===== config.mk =====
export PLATFORM = sky130hd
export DESIGN_NAME = sakvt_cell
export DESIGN_NICKNAME = d
export VERILOG_FILES = /design/src/assert_macros.svh /design/src/sakvt_pkg.sv /design/src/sakvt_cell.sv
export SDC_FILE = /design/constraint.sdc
export NUM_CORES = 1
export LEC_CHECK = 0
export BUFFER_PORTS_ARGS = -buffer_cell sky130_fd_sc_hd__clkbuf_2
export CAP_MARGIN = 20
export CORE_ASPECT_RATIO = 1.1
export CORE_MARGIN = 2
export CORE_UTILIZATION = 53
export CTS_CLUSTER_SIZE = 20
export DETAILED_ROUTE_END_ITERATION = 10
export GPL_TIMING_DRIVEN = 0
export MAX_ROUTING_LAYER = met4
export PLACE_DENSITY_LB_ADDON = 0.15
export REMOVE_ABC_BUFFERS = 1
export SYNTH_ARGS = -nofsm -noshare
export SYNTH_HDL_FRONTEND = slang
export SYNTH_SLANG_ARGS = --single-unit

===== constraint.sdc =====
create_clock -name clk -period 8.78 [get_ports clk]
set_input_delay 2.634 -clock clk [delete_from_list [all_inputs] [get_ports clk]]
set_output_delay 2.634 -clock clk [all_outputs]
set_load 0.005 [all_outputs]

===== src/assert_macros.svh =====
// Assertion helpers shared by the RTL.
`ifndef ASSERT_MACROS_SVH
`define ASSERT_MACROS_SVH

`ifndef SYNTHESIS
// Same-cycle implication.
`define SAKVT_ASSERT_IMP(lbl, clk, rst_n, ante, cons) \
	lbl: assert property (@(posedge clk) disable iff (!rst_n) (ante) |-> (cons)) \
		else $error("%m: same-cycle check failed");
// Next-cycle implication.
`define SAKVT_ASSERT_NXT(lbl, clk, rst_n, ante, cons) \
	lbl: assert property (@(posedge clk) disable iff (!rst_n) (ante) |=> (cons)) \
		else $error("%m: next-cycle check failed");
`else
`define SAKVT_ASSERT_IMP(lbl, clk, rst_n, ante, cons)
`define SAKVT_ASSERT_NXT(lbl, clk, rst_n, ante, cons)
`endif

`endif


===== src/sakvt_pkg.sv =====
`default_nettype none
package sakvt_pkg;

	localparam int ENTRIES_DEF    = 16;
	localparam int KEY_BITS_DEF   = 32;
	localparam int VALUE_BITS_DEF = 32;
	localparam int TOL_BITS       = 31;

	localparam logic [TOL_BITS-1:0] TOL_RESET = TOL_BITS'(1);

	localparam logic REQ_SET    = 1'b0;
	localparam logic REQ_LOOKUP = 1'b1;

	typedef enum logic [2:0] {
		ST_APPENDED  = 3'd0,
		ST_UPDATED   = 3'd1,
		ST_FULL      = 3'd2,
		ST_FOUND     = 3'd3,
		ST_NOT_FOUND = 3'd4
	} status_t;

	typedef struct packed {
		logic               req_type;
		logic signed [31:0] key;
		logic        [31:0] value;
	} req_t;

	typedef struct packed {
		status_t     status;
		logic [31:0] read_value;
	} rsp_t;

	typedef struct packed {
		logic active;
		logic lookup;
		logic full;
		logic hit;
		logic appended;
	} tok_ctl_t;

endpackage
`default_nettype wire


===== src/sakvt_cell.sv =====
`default_nettype none
module sakvt_cell #(
	parameter int IDX        = 0,
	parameter int KEY_BITS   = 32,
	parameter int VALUE_BITS = 32,
	parameter int CNT_W      = 5
) (
	input  wire                            clk,
	input  wire                            arst_n,
	input  wire  [CNT_W-1:0]               count,
	input  wire  [sakvt_pkg::TOL_BITS-1:0] tolerance,
	input  sakvt_pkg::tok_ctl_t            ctl_in,
	input  wire  [KEY_BITS-1:0]            key_in,
	input  wire  [VALUE_BITS-1:0]          value_in,
	input  wire  [VALUE_BITS-1:0]          rd_in,
	output sakvt_pkg::tok_ctl_t            ctl_out,
	output logic [KEY_BITS-1:0]            key_out,
	output logic [VALUE_BITS-1:0]          value_out,
	output logic [VALUE_BITS-1:0]          rd_out
);
	import sakvt_pkg::*;

	localparam int CMP_W = (KEY_BITS + 1 > TOL_BITS) ? KEY_BITS + 1 : TOL_BITS;

	logic [KEY_BITS-1:0]   key_q;
	logic [VALUE_BITS-1:0] val_q;
	tok_ctl_t              ctl_q;
	logic [KEY_BITS-1:0]   key_out_q;
	logic [VALUE_BITS-1:0] val_out_q;
	logic [VALUE_BITS-1:0] rd_q;

	logic [KEY_BITS:0] diff;
	logic [KEY_BITS:0] mag;
	logic              occupied;
	logic              match;
	logic              take;
	logic              hit_here;
	logic              app_here;
	tok_ctl_t          ctl_nxt;

	always_comb begin
		diff     = {key_q[KEY_BITS-1], key_q} - {key_in[KEY_BITS-1], key_in};
		mag      = diff[KEY_BITS] ? (~diff + (KEY_BITS+1)'(1)) : diff;
		occupied = CNT_W'(IDX) < count;
		match    = occupied && (CMP_W'(mag) < CMP_W'(tolerance));
		take     = ctl_in.active && !ctl_in.full && !ctl_in.hit && !ctl_in.appended;
		hit_here = take && match;
		app_here = take && (ctl_in.lookup == REQ_SET) && (CNT_W'(IDX) == count);
		ctl_nxt          = ctl_in;
		ctl_nxt.hit      = ctl_in.hit | hit_here;
		ctl_nxt.appended = ctl_in.appended | app_here;
	end

	always_ff @(posedge clk or negedge arst_n) begin
		if (!arst_n) begin
			ctl_q <= '0;
		end else begin
			ctl_q <= ctl_nxt;
		end
	end

	always_ff @(posedge clk) begin
		key_out_q <= key_in;
		val_out_q <= value_in;
		rd_q      <= (hit_here && ctl_in.lookup == REQ_LOOKUP) ? val_q : rd_in;
		if (app_here) begin
			key_q <= key_in;
		end
		if (app_here || (hit_here && ctl_in.lookup == REQ_SET)) begin
			val_q <= value_in;
		end
	end

	assign ctl_out   = ctl_q;
	assign key_out   = key_out_q;
	assign value_out = val_out_q;
	assign rd_out    = rd_q;

endmodule
`default_nettype wire


==> metrics.md <==
| Metric | Value |
|---|---|
| Critical path peak fanout | `28` |
| CTS H-tree lvls | `4` |
| Antenna violation net count after detailed routing | `0` |
| Crit Path Class | `in2reg` |
| Max cap viols | `0` |
| I/O pins | `240` |
| Leak | `4.846 nW` |
| Number of global-route vias before repair | `6671` |
| Number of distinct library cells after synthesis | `80` |
| Net Switching | `511.6 µW` |
| Reg power frac | `44.8%` |
| Worst slew pin tran | `0.9178 ns` |
| Post-layout minimum cycle time | `8.255 ns` |
| Initial DRC Count | `390` |
| CTS Buf Count | `17` |
| Most common cell after layout, fill and taps aside | `clkbuf_2` |
| Gp weighted congestion | `0.9396` |
| Worst setup EP type | `flip-flop` |
| Gate Count Post-Synth | `825` |
| Pre-CTS setup slack | `0.05123 ns` |
| Seq cells post-synth | `165` |
| Clk_lat worst skew | `0.43 ns` |
| ANT cells | `0` |
| Hold Slack | `0.4759 ns` |
| # DRC | `0` |
| Async SR Flop Fraction | `3.030%` |
| Power Density | `176.3 nW/µm²` |
| IO buf count | `239` |
| Peak Freq | `0.1211 GHz` |
| Slew HR | `38.48%` |
| CTS tree | `yes` |
| Core area | `15740 µm²` |
| Root buffer cell | `clkbuf_16` |
| Layout Skew | `0.01270 ns` |
| Top cell type's share of synthesized area | `22.49%` |
| Clock network fraction of design power | `38.5%` |
| Die width | `125.1 µm` |
| GRT overflow | `0` |
| Setup TNS | `0 ns` |
| Post-CTS setup buffer count | `0` |
| Maximum VDD drop | `0.1736 mV` |
| Synth area leaders | `dfxtp_1 22%, edfxtp_1 22%, ha_1 9.2%` |
| WL final | `20240 µm` |
| CTS sink cnt | `165` |
| Global-route wire length before repair | `31930 µm` |
| GRT Total Usage | `24.03%` |
| Fin. max-slew vios | `0` |
| Post-Syn Area | `8544 µm²` |
| Combinational power share | `16.7%` |
| Net Sw Frac | `27.49%` |
| Die ar. | `17150 µm²` |
| Row cnt | `48` |
| Die Y | `137.2 µm` |
| Status | `completed` |
| Initial antenna violation count | `0` |
| Startpoint Class | `primary input` |
| Hold Buf Count CTS | `0` |
| Total number of vias | `6914` |
| Final WS setup | `0.5246 ns` |
| Hold Vio Cnt, Final | `0` |
| Nets | `1268` |
| Vias per cell | `5.410` |
| Largest net degree at the start of global routing | `33` |
| Clk pin slew, worst setup/hold paths | `0.07 ns` |
| Synth warnings | `0` |
| First-pass DRT Iterations | `7` |
| Final Setup Violations | `0` |
| Initial Util | `54.30%` |
| Most frequent cells in the layout | `239 x clkbuf_2, 96 x dfxtp_1, 75 x inv_1` |
| Design Area, Final | `10550 µm²` |
| Filler cell count | `1299` |
| Area growth from synthesis to layout | `23.52%` |
| Post-synth EDFFs | `64` |
| Area post-placement | `9953 µm²` |
| RSZ-0062 raised after global routing | `false` |
| Post-synth top area cell | `dfxtp_1` |
| Avg Inst Size Synth | `10.36 µm²` |
| CP arrival | `8.57 ns` |
| Main flop type after synthesis | `dfxtp_1` |
| Critical Path RT | `9.09 ns` |
| Post_cts resized | `0` |
| Wire per inst | `15.84 µm` |
| Layout cells sized above 1 | `30.71%` |
| Final period util | `94.03%` |
| Post-DP HPWL | `16200 µm` |
| Clk buf depth | `2` |
| Int Pwr | `1.349 mW` |
| Sequential share of the synthesized area | `46.45%` |
| Hold Path Class | `reg2reg` |
[critical path: stages]
cell and delay (ns):
clkbuf_2 0.10, inv_1 0.04, ha_1 0.35, nor2b_2 0.21, o31ai_1 0.46, a211oi_1 0.14
a211o_1 0.31, xnor2_1 0.33, o211ai_1 0.22, nor3_1 0.55, a31oi_1 0.18, xor2_1 0.18
ha_1 0.31, a21o_1 0.17, a21o_1 0.17, a211oi_1 0.23, o21ai_0 0.14, o211ai_1 0.11
a41o_1 0.28, o2111ai_1 0.13, nor3_1 0.27, a221o_2 0.38, buf_12 0.27, mux2_2 0.36
[Yosys cell counts (all sizes together), types with 14 or more instances]
library cell / n
a21o: 16
nor2: 44
o21ai: 50
ha: 63
a21oi: 53
inv: 75
xnor2: 30
edfxtp: 64
dfxtp: 96
nand2: 56
xor2: 16
nor3: 28
mux2: 35
clkbuf: 14
[kinds of logic after synthesis]
family                     synth area share, %
DFF                                      46.45
adders and majority gates                9.460
AOI/OAI and AO/OA                        16.69
and+or+nand+nor                          11.92
buffers and inverters                    4.671
xor gates and xnor gates                 4.715
muxes                                    6.092
[per-layer routing]
layer  vias up  GRT usage (%)  wire, µm
li1       3480              -         -
met1      3131          29.00      8910
met2       278          40.55      9635
met3        25          6.568      1428
met4         0          5.617       264
met5         -              -         0
[metrics by stage]
step / instances / util [%] / power [mW]
2_1_floorplan: 803 / - / 1.046
3_3_place_gp: 1242 / 62.75 / 1.149
3_5_place_dp: 1246 / 63.26 / 1.158
4_1_cts: 1278 / 66.98 / 1.872
5_1_grt: 1278 / 67.07 / 1.945
6_report: 1278 / 67.07 / 1.861
[power groups by stage]
| stage | Sequential, mW | Combinational (mW) | Clock (mW) |
|---|---|---|---|
| after global placement | 0.849 | 0.300 | 0 |
| after detailed placement | 0.850 | 0.309 | 0 |
| after global routing | 0.835 | 0.349 | 0.761 |
| final | 0.833 | 0.311 | 0.717 |
| after CTS | 0.833 | 0.311 | 0.729 |
| after floorplan | 0.853 | 0.192 | 0 |
[worst paths after layout]
path / start / end / slack (ns) / cells past startpoint
max in group asynchronous: arst_n / ctl_out[0]$_DFF_PN0_ / 6.64 / 1
max: key_in[2] / rd_out[0]$_DFF_P_ / 0.52 / 24
min: val_q[1]$_DFFE_PP_ / rd_out[1]$_DFF_P_ / 0.48 / 1
min in group asynchronous: arst_n / ctl_out[3]$_DFF_PN0_ / 2.01 / 1
min reg2reg: val_q[1]$_DFFE_PP_ / rd_out[1]$_DFF_P_ / 0.48 / 1
max reg2reg: key_q[0]$_DFFE_PP_ / rd_out[0]$_DFF_P_ / 2.50 / 24
[state kept, by name, summed over array words and instances, names as in the netlist]
signal	cells
key_out	32
rd_out	32
key_q	32
val_q	32
value_out	32
ctl_out	5
[layout make-up]
type                    instances  area, µm²  share of cell area (%)
multi-input cells             563       4209                   39.88
flip-flops and latches        165       3969                   37.61
repair buffers                243       1259                   11.93
clock buffers                  17      425.4                   4.031
inverters                      75      281.5                   2.667
well taps                     200      250.2                   2.371
clock inverters                15      160.2                   1.517
No activity file was read; power rests on OpenSTA's default activity.
